## src/rtl/core/hbd_pkg.sv

```systemverilog
// Shared constants, command and status types, and coefficient table for the halfband decimator.
package hbd_pkg;

  localparam int SAMPLE_WIDTH_DEF    = 16;
  localparam int COEFF_FRAC_BITS_DEF = 17;

  localparam int RING_DEPTH    = 31;
  localparam int RING_AW       = $clog2(RING_DEPTH);
  localparam int PAIR_COUNT    = 8;
  localparam int CENTRE_OFFSET = 15;
  // The centre tap runs as a ninth step that reads offset 15 on both ports.
  localparam int STEP_COUNT    = PAIR_COUNT + 1;
  localparam int STEP_W        = $clog2(STEP_COUNT);
  localparam logic [STEP_W-1:0] CENTRE_STEP = STEP_W'(PAIR_COUNT);
  localparam logic [STEP_W-1:0] LAST_STEP   = STEP_W'(STEP_COUNT - 1);

  // Coefficient magnitudes scaled by 2^32, and their signs.
  localparam logic [31:0] PAIR_MAG32 [PAIR_COUNT] = '{
    32'd7314973,   32'd12636169,  32'd28952322,  32'd60630795,
    32'd115227112, 32'd211219857, 32'd417021064, 32'd1357770476
  };
  localparam logic [PAIR_COUNT-1:0] PAIR_NEG = 8'b0101_0101;

  typedef struct packed {
    logic              wr_en;    // write the accepted sample into the ring
    logic              acc_clr;  // clear the accumulator for a new result
    logic              rd_en;    // issue the ring reads for one step
    logic [STEP_W-1:0] rd_step;  // step index of the issued reads
    logic              rd_last;  // the issued step is the last one
    logic              load_out; // load the rounded result into the output register
  } hbd_cmd_t;

  typedef struct packed {
    logic acc_last; // the last product enters the accumulator this cycle
  } hbd_status_t;

  // Coefficient for one step, rounded half away from zero to frac_bits fraction bits.
  // The centre step carries half of the centre weight because it sees the sample twice.
  function automatic logic signed [31:0] coeff_value(input logic [STEP_W-1:0] step,
                                                     input int frac_bits);
    logic [32:0] mag;
    logic [32:0] q;
    logic [31:0] res;
    mag = 33'(PAIR_MAG32[3'(step)]);
    q   = (mag + (33'd1 << (31 - frac_bits))) >> (32 - frac_bits);
    if (step >= CENTRE_STEP) begin
      res = 32'd1 << (frac_bits - 2);
    end else if (PAIR_NEG[3'(step)]) begin
      res = -q[31:0];
    end else begin
      res = q[31:0];
    end
    return $signed(res);
  endfunction

endpackage

```

## src/rtl/core/hbd_ram.sv

```systemverilog
// Generic single-write, dual-read RAM with registered read data.
module hbd_ram #(
  parameter int WIDTH = 16,
  parameter int DEPTH = 31
) (
  input  logic                     clk,
  input  logic                     wr_en,
  input  logic [$clog2(DEPTH)-1:0] wr_addr,
  input  logic [WIDTH-1:0]         wr_data,
  input  logic                     rd_en,
  input  logic [$clog2(DEPTH)-1:0] rd_addr_a,
  input  logic [$clog2(DEPTH)-1:0] rd_addr_b,
  output logic [WIDTH-1:0]         rd_data_a_r,
  output logic [WIDTH-1:0]         rd_data_b_r
);

  logic [WIDTH-1:0] mem [DEPTH];

  always_ff @(posedge clk) begin
    if (wr_en) begin
      mem[wr_addr] <= wr_data;
    end
    if (rd_en) begin
      rd_data_a_r <= mem[rd_addr_a];
      rd_data_b_r <= mem[rd_addr_b];
    end
  end

endmodule

```

## src/rtl/core/hbd_ctrl.sv

```systemverilog
// Controller state machine: input and output handshakes and step sequencing.
module hbd_ctrl
  import hbd_pkg::*;
(
  input  logic        clk,
  input  logic        rst_n,
  input  logic        in_valid,
  output logic        in_stall,
  output logic        out_valid,
  input  logic        out_stall,
  input  hbd_status_t status,
  output hbd_cmd_t    cmd
);

  localparam logic [1:0] S_IDLE  = 2'd0;
  localparam logic [1:0] S_RUN   = 2'd1;
  localparam logic [1:0] S_DRAIN = 2'd2;
  localparam logic [1:0] S_ROUND = 2'd3;

  logic [1:0]        state_r, state_nxt;
  logic [STEP_W-1:0] step_r, step_nxt;
  logic              phase_r, phase_nxt;
  logic              out_valid_r, out_valid_nxt;
  logic              in_xfer;
  logic              out_free;

  assign in_stall  = (state_r != S_IDLE);
  assign in_xfer   = in_valid && !in_stall;
  assign out_free  = !out_valid_r || !out_stall;
  assign out_valid = out_valid_r;

  always_comb begin
    state_nxt    = state_r;
    step_nxt     = step_r;
    phase_nxt    = phase_r;
    cmd          = '0;
    cmd.rd_step  = step_r;
    cmd.rd_last  = (step_r == LAST_STEP);
    case (state_r)
      S_IDLE: begin
        if (in_xfer) begin
          cmd.wr_en = 1'b1;
          phase_nxt = ~phase_r;
          // A transfer that sets the phase bit produces a result.
          if (!phase_r) begin
            cmd.acc_clr = 1'b1;
            step_nxt    = '0;
            state_nxt   = S_RUN;
          end
        end
      end
      S_RUN: begin
        cmd.rd_en = 1'b1;
        if (step_r == LAST_STEP) begin
          state_nxt = S_DRAIN;
        end else begin
          step_nxt = step_r + STEP_W'(1);
        end
      end
      S_DRAIN: begin
        if (status.acc_last) begin
          state_nxt = S_ROUND;
        end
      end
      S_ROUND: begin
        if (out_free) begin
          cmd.load_out = 1'b1;
          state_nxt    = S_IDLE;
        end
      end
      default: begin
        state_nxt = S_IDLE;
      end
    endcase
  end

  assign out_valid_nxt = cmd.load_out || (out_valid_r && out_stall);

  always_ff @(posedge clk) begin
    if (!rst_n) begin
      state_r     <= S_IDLE;
      step_r      <= '0;
      phase_r     <= 1'b0;
      out_valid_r <= 1'b0;
    end else begin
      state_r     <= state_nxt;
      step_r      <= step_nxt;
      phase_r     <= phase_nxt;
      out_valid_r <= out_valid_nxt;
    end
  end

endmodule

```

## src/rtl/core/hbd_dpath.sv

```systemverilog
// Datapath: sample ring, pair adder, shared multiplier, accumulator, rounding and saturation.
module hbd_dpath
  import hbd_pkg::*;
#(
  parameter int SAMPLE_WIDTH    = SAMPLE_WIDTH_DEF,
  parameter int COEFF_FRAC_BITS = COEFF_FRAC_BITS_DEF
) (
  input  logic                           clk,
  input  logic                           rst_n,
  input  hbd_cmd_t                       cmd,
  input  logic signed [SAMPLE_WIDTH-1:0] in_sample,
  output hbd_status_t                    status,
  output logic signed [SAMPLE_WIDTH-1:0] out_sample
);

  localparam int SUM_W = SAMPLE_WIDTH + 1;
  localparam int CW    = COEFF_FRAC_BITS + 1;
  localparam int PW    = SUM_W + CW;
  localparam int ACC_W = SAMPLE_WIDTH + COEFF_FRAC_BITS + 3;
  localparam int SH_W  = ACC_W - COEFF_FRAC_BITS;
  localparam logic signed [ACC_W-1:0] RND_ADD = ACC_W'(1) << (COEFF_FRAC_BITS - 1);
  localparam logic signed [SH_W-1:0]  SAT_HI  = SH_W'((1 << (SAMPLE_WIDTH - 1)) - 1);
  localparam logic signed [SH_W-1:0]  SAT_LO  = -SAT_HI - SH_W'(1);
  localparam logic [RING_AW-1:0]      RING_TOP = RING_AW'(RING_DEPTH - 1);

  logic [RING_AW-1:0]      wp_r;
  logic [RING_AW-1:0]      base_r;
  logic [RING_DEPTH-1:0]   vld_r;
  logic [RING_AW-1:0]      back_e, back_l;
  logic [RING_AW-1:0]      addr_e, addr_l;
  logic [SAMPLE_WIDTH-1:0] rd_e, rd_l;

  logic                    s1_vld_r, s1_last_r, ve_r, vl_r;
  logic [STEP_W-1:0]       s1_step_r;
  logic                    s2_vld_r, s2_last_r;
  logic                    s3_vld_r, s3_last_r;
  logic signed [SUM_W-1:0] ext_e, ext_l;
  logic signed [SUM_W-1:0] sum_r;
  logic signed [31:0]      coef_full;
  logic signed [CW-1:0]    coef_r;
  logic signed [PW-1:0]    prod_r;
  logic signed [ACC_W-1:0] acc_r;
  logic signed [ACC_W-1:0] rnd;
  logic signed [SH_W-1:0]  q;
  logic signed [SAMPLE_WIDTH-1:0] sat;
  logic signed [SAMPLE_WIDTH-1:0] out_r;

  // Position that lies a given number of samples back from the newest one.
  function automatic logic [RING_AW-1:0] ring_pos(input logic [RING_AW-1:0] base,
                                                  input logic [RING_AW-1:0] back);
    logic [RING_AW:0] t;
    t = {1'b0, base} + (RING_AW+1)'(RING_DEPTH) - {1'b0, back};
    if (t >= (RING_AW+1)'(RING_DEPTH)) begin
      t = t - (RING_AW+1)'(RING_DEPTH);
    end
    return t[RING_AW-1:0];
  endfunction

  always_comb begin
    if (cmd.rd_step == CENTRE_STEP) begin
      back_e = RING_AW'(CENTRE_OFFSET);
      back_l = RING_AW'(CENTRE_OFFSET);
    end else begin
      back_e = {cmd.rd_step[RING_AW-2:0], 1'b0};
      back_l = RING_TOP - {cmd.rd_step[RING_AW-2:0], 1'b0};
    end
  end

  assign addr_e = ring_pos(base_r, back_e);
  assign addr_l = ring_pos(base_r, back_l);

  hbd_ram #(
    .WIDTH(SAMPLE_WIDTH),
    .DEPTH(RING_DEPTH)
  ) u_ring (
    .clk        (clk),
    .wr_en      (cmd.wr_en),
    .wr_addr    (wp_r),
    .wr_data    (in_sample),
    .rd_en      (cmd.rd_en),
    .rd_addr_a  (addr_e),
    .rd_addr_b  (addr_l),
    .rd_data_a_r(rd_e),
    .rd_data_b_r(rd_l)
  );

  // Entries never written since reset read as zero.
  assign ext_e = ve_r ? $signed({rd_e[SAMPLE_WIDTH-1], rd_e}) : '0;
  assign ext_l = vl_r ? $signed({rd_l[SAMPLE_WIDTH-1], rd_l}) : '0;
  assign coef_full = coeff_value(s1_step_r, COEFF_FRAC_BITS);

  always_ff @(posedge clk) begin
    if (!rst_n) begin
      wp_r      <= '0;
      vld_r     <= '0;
      s1_vld_r  <= 1'b0;
      s1_last_r <= 1'b0;
      s2_vld_r  <= 1'b0;
      s2_last_r <= 1'b0;
      s3_vld_r  <= 1'b0;
      s3_last_r <= 1'b0;
    end else begin
      if (cmd.wr_en) begin
        vld_r[wp_r] <= 1'b1;
        wp_r        <= (wp_r == RING_TOP) ? '0 : wp_r + RING_AW'(1);
      end
      s1_vld_r  <= cmd.rd_en;
      s1_last_r <= cmd.rd_en && cmd.rd_last;
      s2_vld_r  <= s1_vld_r;
      s2_last_r <= s1_last_r;
      s3_vld_r  <= s2_vld_r;
      s3_last_r <= s2_last_r;
    end
  end

  always_ff @(posedge clk) begin
    if (cmd.wr_en) begin
      base_r <= wp_r;
    end
    if (cmd.rd_en) begin
      ve_r      <= vld_r[addr_e];
      vl_r      <= vld_r[addr_l];
      s1_step_r <= cmd.rd_step;
    end
    sum_r  <= ext_e + ext_l;
    coef_r <= $signed(coef_full[CW-1:0]);
    prod_r <= sum_r * coef_r;
    if (cmd.acc_clr) begin
      acc_r <= '0;
    end else if (s3_vld_r) begin
      acc_r <= acc_r + {{(ACC_W-PW){prod_r[PW-1]}}, prod_r};
    end
    if (cmd.load_out) begin
      out_r <= sat;
    end
  end

  // Round half up, drop the fraction bits, then clamp to the sample range.
  assign rnd = acc_r + RND_ADD;
  assign q   = rnd[ACC_W-1:COEFF_FRAC_BITS];

  always_comb begin
    if (q > SAT_HI) begin
      sat = SAT_HI[SAMPLE_WIDTH-1:0];
    end else if (q < SAT_LO) begin
      sat = SAT_LO[SAMPLE_WIDTH-1:0];
    end else begin
      sat = q[SAMPLE_WIDTH-1:0];
    end
  end

  assign status.acc_last = s3_vld_r && s3_last_r;
  assign out_sample      = out_r;

endmodule

```

## src/rtl/core/halfband_decimator_2to1.sv

```systemverilog
// Top level of the 31-tap halfband two-to-one decimator.
// Every input transfer writes one Q1.15 sample into a 31-entry ring of past samples, and
// every second transfer (the first, third, fifth and so on after reset) produces one
// filtered result: half the centre sample plus eight symmetric coefficient pairs, rounded
// half up and saturated to the sample width. A transfer that produces no result leaves
// the block idle and ready for the next sample. A transfer that produces a result keeps
// the input stalled while the block runs nine steps through the dual-read ring memory
// (eight pairs and the centre tap, one step a cycle into the single shared multiplier),
// drains the pair adder, multiplier and accumulator pipeline, and rounds the result into
// the output register. The output register holds a finished result while the source
// keeps sending, so a stalled result channel only delays the next result's final step.
// The ring clears at reset through a valid bit per entry, so no clearing pass is needed.
module halfband_decimator_2to1
  import hbd_pkg::*;
#(
  parameter int SAMPLE_WIDTH    = SAMPLE_WIDTH_DEF,
  parameter int COEFF_FRAC_BITS = COEFF_FRAC_BITS_DEF
) (
  input  logic                           clk,
  input  logic                           rst_n,
  input  logic                           in_valid,
  output logic                           in_stall,
  input  logic signed [SAMPLE_WIDTH-1:0] in_audio_sample,
  output logic                           out_valid,
  input  logic                           out_stall,
  output logic signed [SAMPLE_WIDTH-1:0] out_filtered_sample
);

  hbd_cmd_t    cmd;
  hbd_status_t status;

  // The controller owns both handshakes, the phase bit and the step counter.
  hbd_ctrl u_ctrl (
    .clk      (clk),
    .rst_n    (rst_n),
    .in_valid (in_valid),
    .in_stall (in_stall),
    .out_valid(out_valid),
    .out_stall(out_stall),
    .status   (status),
    .cmd      (cmd)
  );

  // The datapath holds the ring, the multiply-accumulate pipeline and the result register.
  hbd_dpath #(
    .SAMPLE_WIDTH   (SAMPLE_WIDTH),
    .COEFF_FRAC_BITS(COEFF_FRAC_BITS)
  ) u_dpath (
    .clk       (clk),
    .rst_n     (rst_n),
    .cmd       (cmd),
    .in_sample (in_audio_sample),
    .status    (status),
    .out_sample(out_filtered_sample)
  );

endmodule

```

## config.mk

```make
export PLATFORM = sky130hd
export DESIGN_NAME = halfband_decimator_2to1
export DESIGN_NICKNAME = d
export VERILOG_FILES = /design/src/rtl/core/hbd_pkg.sv /design/src/rtl/core/hbd_ram.sv /design/src/rtl/core/hbd_ctrl.sv /design/src/rtl/core/hbd_dpath.sv /design/src/rtl/core/halfband_decimator_2to1.sv
export SDC_FILE = /design/constraint.sdc
export NUM_CORES = 2
export LEC_CHECK = 0
export BUFFER_PORTS_ARGS = -buffer_cell sky130_fd_sc_hd__buf_2
export CAP_MARGIN = 5
export CORE_MARGIN = 2
export CORE_UTILIZATION = 40
export DETAILED_ROUTE_END_ITERATION = 12
export SLEW_MARGIN = 20
export SYNTH_ARGS = -nofsm -noshare
export SYNTH_HDL_FRONTEND = slang
export SYNTH_SLANG_ARGS = --single-unit
```

## constraint.sdc

```tcl
create_clock -name clk -period 8.8 [get_ports clk]
set_input_delay 0.88 -clock clk [delete_from_list [all_inputs] [get_ports clk]]
set_output_delay 0.88 -clock clk [all_outputs]
set_load 0.005 [all_outputs]
```

# ---- Word-level counts from Yosys, hierarchy flattened
# Memory sizes are Yosys's and may differ from the RTL's. A register that Yosys moved wholly into a read port is not among the register bits.
# Cells that the tools add are included.
dict set report totals {
  output_inout_bits 18
  ff_bits 183
  latchBits 0
  mem_bits_rw 496
  memories 3
  mem_bits_ro 264
  elab_cells 116
  in_bits 20
}
# memory depth word_bits read_ports rd_ports_with_merged_regs write_ports line_no
set memory_table {}
lappend memory_table {u_dpath.u_ring.mem 31 16 2 2 1 hbd_ram.sv:17} ;# logic [WIDTH-1:0] mem [DEPTH];
lappend memory_table {{(no name shown)} 8 32 1 0 0 hbd_pkg.sv:44} ;# mag = 33'(PAIR_MAG32[3'(step)]);
lappend memory_table {{(no name shown)} 8 1 1 1 0 hbd_pkg.sv:48} ;# end else if (PAIR_NEG[3'(step)]) begin
dict set report classes {
  n_shift 0
  magnitude_cmp 11
  reduce_logical 16
  n_bitwise 3
  mul 1
  mux 37
  n_div 0
  n_eq_ne 11
  n_addsub 13
}
# op count
set ops {}
lappend ops {{32-bit 2-to-1 mux} 2}
lappend ops {{36-bit by 18-bit adder with 36-bit output, second input constant} 1}
lappend ops {{36-bit adder} 1}
lappend ops {{17-bit by 18-bit multiplier with 35-bit output} 1}
lappend ops {{17-bit 2-to-1 mux} 2}
lappend ops {{32-bit by 15-bit adder with 33-bit output, second input constant} 1}
lappend ops {{31-bit OR} 1}
lappend ops {{5-bit 2-to-1 mux} 5}
lappend ops {{19-bit by 16-bit greater-than comparator with 1-bit output, second input constant} 1}
lappend ops {{19-bit by 16-bit < comparator with 1-bit output, second input constant} 1}
lappend ops {{5-bit by 6-bit < comparator with 1-bit output, second input constant} 3}
lappend ops {{18-bit 2-to-1 mux} 1}
lappend ops {{18-bit negation} 1}
lappend ops {{17-bit adder} 1}
lappend ops {{16-bit 2-to-1 mux} 1}
lappend ops {{2-bit 2-to-1 mux} 7}
lappend ops {{6-bit by 5-bit greater-or-equal comparator with 1-bit output, second input constant} 2}
lappend ops {{4-bit 2-to-1 mux} 3}
lappend ops {{6-bit by 5-bit subtractor with 6-bit output} 2}
lappend ops {{1-bit binary-select mux with 5-bit select} 2}
lappend ops {{1-bit 2-to-1 mux} 10}
lappend ops {{5-bit subtractor, second input constant} 2}
lappend ops {{4-bit greater-or-equal comparator, second input constant} 2}
lappend ops {{2-bit one-hot mux with 4 select lines} 1}
lappend ops {{other kinds (25)} 38}

# ---- Longest topological paths before layout
dict set report depth {
  depth_word 7
  depth_mapped 26
  ltp_nobuf 25
}

# ---- Hierarchy
# Synthesis repeated with hierarchy kept, for this count alone.
dict set report unflattened {
  cells_unflattened 3785
  area_unflattened_um2 46199.3
}
# module area_each_um2 cells_per_inst n_inst seq_area_each_um2
set by_module_without_submodules {}
lappend by_module_without_submodules {hbd_ram 24295.8 1374 1 15855.2}
lappend by_module_without_submodules {hbd_dpath 21335.5 2349 1 3793.6}
lappend by_module_without_submodules {hbd_ctrl 568.0 62 1 160.2}

# ---- Worst setup path before layout
# Ideal clock, no wire load.
dict set report synth_path {
  kind {register to register}
  from {register u_dpath.sum_r[8]}
  to {register u_dpath.prod_r[34]}
  period_less_slack_ns 6.217
  arrival_time_ns 6.145
  required_ns 8.728
  path_slack_ns 2.583
  path_buffers 2
  stages_incl_launch_ff 24
  path_cell_list {dfxtp_1 > clkbuf_1 > clkbuf_1 > nand2_1 > fa_1 > inv_1 > fa_1 > fa_1 > fa_1 > fa_1 > inv_1 > fa_1 > inv_1 > ha_1 > a21o_1 > a21oi_1 > o21ai_0 > o2bb2ai_1 > a41o_1 > o41ai_2 > o211ai_1 > a21o_1 > a21oi_1 > xnor2_1}
}
dict set report synth_via {
  elab_chain_len 1
}
# item line_no
set synth_rtl {}
lappend synth_rtl {{start, declared} hbd_dpath.sv:38} ;# logic signed [SUM_W-1:0] sum_r;
lappend synth_rtl {{start signal, assigned} hbd_dpath.sv:125} ;# sum_r <= ext_e + ext_l;
lappend synth_rtl {{17-bit by 18-bit multiplier with 35-bit output} hbd_dpath.sv:127} ;# prod_r <= sum_r * coef_r;
lappend synth_rtl {{end signal, assigned} hbd_dpath.sv:127}
lappend synth_rtl {{end, declared} hbd_dpath.sv:41} ;# logic signed [PW-1:0] prod_r;
# No other way between the ends.
# A chain may end at the register's enable or synchronous reset.

# ---- Final worst setup path
dict set report layout_path {
  from {register u_dpath.sum_r[2]}
  to {register u_dpath.prod_r[33]}
}
# The elaborated chain is that of the path after synthesis.

==> results.tsv <==
stage	metric	value	unit
clocking	Clk pin slew, worst setup/hold paths	0.06	ns
routing	DRT Pass-1 Iters	6	
routing	DR WL/cell	22.5	um
cells_and_area	commonest non-fill, non-tap cell in the layout	nand2_1	
critical_path	reg2reg start	u_dpath.sum_r[2]$_DFF_P_	
synth	synth warn	0	
die	die width	347	um
sta	Tcrit/Tclk final	0.796	
routing	routed via count	34785	
critical_path	Slowest cell on crit path	dfxtp_1	
placement	DP Worst Slack	1.80	ns
placement	hpwl dp	90600	um
critical_path	worst path required time	9.36	ns
critical_path	max incr delay on CP	0.77	ns
clocking	TritonCTS Sinks	712	
global_routing	largest net degree at the start of global routing	148	
global_routing	vias in the first global route	34343	
clocking	cts repair resizes	0	
routing	post-route antenna net violation count	0	
die	initial core utilization	0.405	
clocking	total CTS buffers	83	
critical_path	CP Class	flip-flop to flip-flop	
sta	Slew Limit Fails	0	
synth	EDFF count, synth	555	
hold_path	min-delay worst type	flip-flop to flip-flop	
die	Die Y	347	um
critical_path	Worst path depth	21	
sta	Max Fclk	143	MHz
clocking	Clock Latency Late Sink	0.67	ns
clocking	deepest clock path buffer count	3	
synth	ys async rst share	0	
critical_path	R2R Setup Slk	1.79	ns
synth	Synth cell types	98	
clocking	clk root buf	clkbuf_16	
global_routing	global-route wire length before repair	208000	um
status	status	completed	
hold_path	hold path depth	1	
synth	post-synth top area share	0.354	
sta	Worst Slack Setup Final	1.79	ns
synth	Post-Syn Nets	5047	
sta	RSZ-0062 raised after global routing	false	
synth	Post-Synthesis Cells	4542	
sta	worst slew pin tran	1.15	ns
critical_path	Crit. End Element	flip-flop	
routing	vias per cell	5.74	
synth	largest cells by area after synthesis	edfxtp_1 35%, fa_1 13%, dfxtp_1 6.7%	
flow_run	max cap viols	0	
critical_path	startpoint types	flip-flop	
global_routing	Tot GR Track Use	0.223	
die	die area	121000	um^2
synth	Avg Cell Area, Syn	10.4	um^2
die	Core Area	117000	um^2
routing	initial DRC count	3264	
cells_and_area	# fillers	10924	
critical_path	worst-path maximum fanout	18	
sta	final hold violation count	0	
critical_path	Worst Reg-to-Reg Cells	21	
placement	port buffer count	37	
clocking	Post-CTS Setup Repair Bufs	0	
critical_path	Worst R2R End	u_dpath.prod_r[33]$_DFF_P_	
sta	slew margin rel.	0.233	
die	# IOs	38	
sta	final setup vio count	0	
synth	#FFs+latches synth	712	
critical_path	Crit path top cell by count	fa_1	
critical_path	crit path DAT	7.57	ns
critical_path	CP Capture Point	u_dpath.prod_r[33]$_DFF_P_	
critical_path	Crit path max-delay family	adder cells	
critical_path	Critical Path, Cell by Cell	nand2_1 -> fa_1 -> fa_1 -> fa_1 -> inv_1 -> fa_1 -> fa_1 -> inv_1 -> fa_1 -> inv_1 -> ha_1 -> a21o_1 -> or3_1 -> a31oi_1 -> o31ai_1 -> a21oi_1 -> o31ai_1 -> o41ai_1 -> o21bai_1 -> a21oi_1 -> xnor2_1	
sta	Setup TNS	0	ns
clocking	htree depth	3	
global_routing	Overflow after GRT	0	
sta	Final min period	7.01	ns
critical_path	CP Buf/Inv Count	3	
die	# rows	125	
global_routing	initial antenna violation count	4	
clocking	CTS tree	done	
synth	mapped cell area	47100	um^2
cells_and_area	# nets final	4971	
sta	clk_skew	0.0512	ns
placement	GPL Wtd Cong	0.857	
synth	cell taking the most area after synthesis	edfxtp_1	
routing	DRC viols	0	
critical_path	start point of the critical path	u_dpath.sum_r[2]$_DFF_P_	
clocking	CTS Hold Buffers Added	0	
synth	most common flop cell mapped by yosys	edfxtp_1	
cells_and_area	most frequent cells in the layout	717 x nand2_1, 555 x edfxtp_1, 382 x inv_1	
routing	final wirelength	136000	um
cells_and_area	Area growth, synth to finish	9.42	%
synth	part of the Yosys area used for sequential elements	0.420	
cells_and_area	layout cells sized above 1	0.0748	
## cell usage after synthesis (14+ instances only)
cell,n
a2111oi_0,17
a211oi_1,114
a21o_1,28
a21oi_1,159
a221o_1,32
a22o_1,14
a22oi_1,36
a311oi_1,16
a31oi_1,107
a32o_1,19
a32oi_1,34
and2_1,251
and3_1,28
buf_1,27
buf_2,70
buf_4,19
clkbuf_1,144
dfxtp_1,157
edfxtp_1,555
fa_1,315
ha_1,170
inv_1,382
mux2_2,18
mux2i_1,172
nand2_1,717
nand2b_1,23
nand3_1,122
nand4_1,19
nor2_1,182
nor2b_1,27
nor3_1,47
nor4_1,35
o21a_1,47
o21ai_0,101
o22ai_1,49
xnor2_1,73
xor2_1,47
## metal layers
layer	wire length (um)	global-route usage
met2	66000	0.374
met1	56000	0.292
met5	0	0
met4	4780	0.0830
met3	9490	0.0311
## final cells by class
type | instances | area [um^2] | share of cell area
clock inverters | 51 | 522 | 0.0101
repair buffers | 106 | 778 | 0.0151
multi-input cells | 3178 | 24900 | 0.483
well taps | 1524 | 1910 | 0.0370
flip-flops and latches | 712 | 19800 | 0.384
clock buffers | 103 | 2210 | 0.0429
inverters | 385 | 1450 | 0.0280
diodes | 2 | 5.00 | 0.0000970
## how the worst min path moves through the flow
stage                                         endpoint                          from  slack, ns
final                      u_dpath.s3_vld_r$_SDFF_PN0_   u_dpath.s2_vld_r$_SDFF_PN0_       0.43
after global routing       u_dpath.s3_vld_r$_SDFF_PN0_   u_dpath.s2_vld_r$_SDFF_PN0_       0.44
after CTS                  u_dpath.s3_vld_r$_SDFF_PN0_   u_dpath.s2_vld_r$_SDFF_PN0_       0.43
after detailed placement   u_dpath.s3_vld_r$_SDFF_PN0_   u_dpath.s2_vld_r$_SDFF_PN0_       0.42
after global placement    u_dpath.s2_last_r$_SDFF_PN0_  u_dpath.s1_last_r$_SDFF_PN0_       0.41
after floorplan           u_dpath.s2_last_r$_SDFF_PN0_  u_dpath.s1_last_r$_SDFF_PN0_       0.41
## through the flow
| stage | utilization | area [um^2] | std cells | hold slack, ns |
|---|---|---|---|---|
| after floorplan | - | 47100 | 4542 | 0.412 |
| after global placement | 0.419 | 48800 | 5905 | 0.414 |
| after detailed placement | 0.419 | 48800 | 5905 | 0.419 |
| after CTS | 0.443 | 51600 | 6059 | 0.433 |
| after global routing | 0.443 | 51600 | 6059 | 0.443 |
| final | 0.443 | 51600 | 6061 | 0.429 |
## kinds of logic after synthesis
logic type / Yosys count / share of synthesized area
fa+ha+maj: 485 / 0.179
xor+xnor: 123 / 0.0236
buf+inv: 652 / 0.0565
compound gates: 869 / 0.129
simple gates: 1508 / 0.150
mux: 193 / 0.0420
flops: 712 / 0.420
## sequential cells by signal, summed over array words and instances, names as in the netlist, named ones only
signal                      count
u_dpath.s3_vld_r                1
u_dpath.acc_r                  36
u_dpath.s1_step_r               4
u_dpath.u_ring.mem            496
u_dpath.out_sample             16
u_dpath.s2_last_r               1
u_dpath.sum_r                  17
u_ctrl.out_valid                1
u_dpath.vl_r                    1
u_dpath.coef_r                 18
u_ctrl.phase_r                  1
u_dpath.s2_vld_r                1
u_dpath.s3_last_r               1
u_dpath.vld_r                  31
u_dpath.ve_r                    1
u_dpath.u_ring.rd_data_b_r     16
u_dpath.wp_r                    5
u_dpath.prod_r                 35
u_ctrl.step_r                   4
u_dpath.s1_vld_r                1
u_dpath.base_r                  5
u_ctrl.state_r                  2
u_dpath.u_ring.rd_data_a_r     16
u_dpath.s1_last_r               1
## worst reg2reg max path: stages (launching register included)
cell and delay, ns:
dfxtp_1 0.77, nand2_1 0.19, fa_1 0.56, fa_1 0.51, fa_1 0.52, inv_1 0.06
fa_1 0.45, fa_1 0.52, inv_1 0.05, fa_1 0.47, inv_1 0.04, ha_1 0.34
a21o_1 0.21, or3_1 0.30, a31oi_1 0.23, o31ai_1 0.17, a21oi_1 0.40, o31ai_1 0.20
o41ai_1 0.46, o21bai_1 0.12, a21oi_1 0.19, xnor2_1 0.13
Power is not shown: default switching activity piles up to over one toggle a cycle in this logic, so the estimate is an artifact.
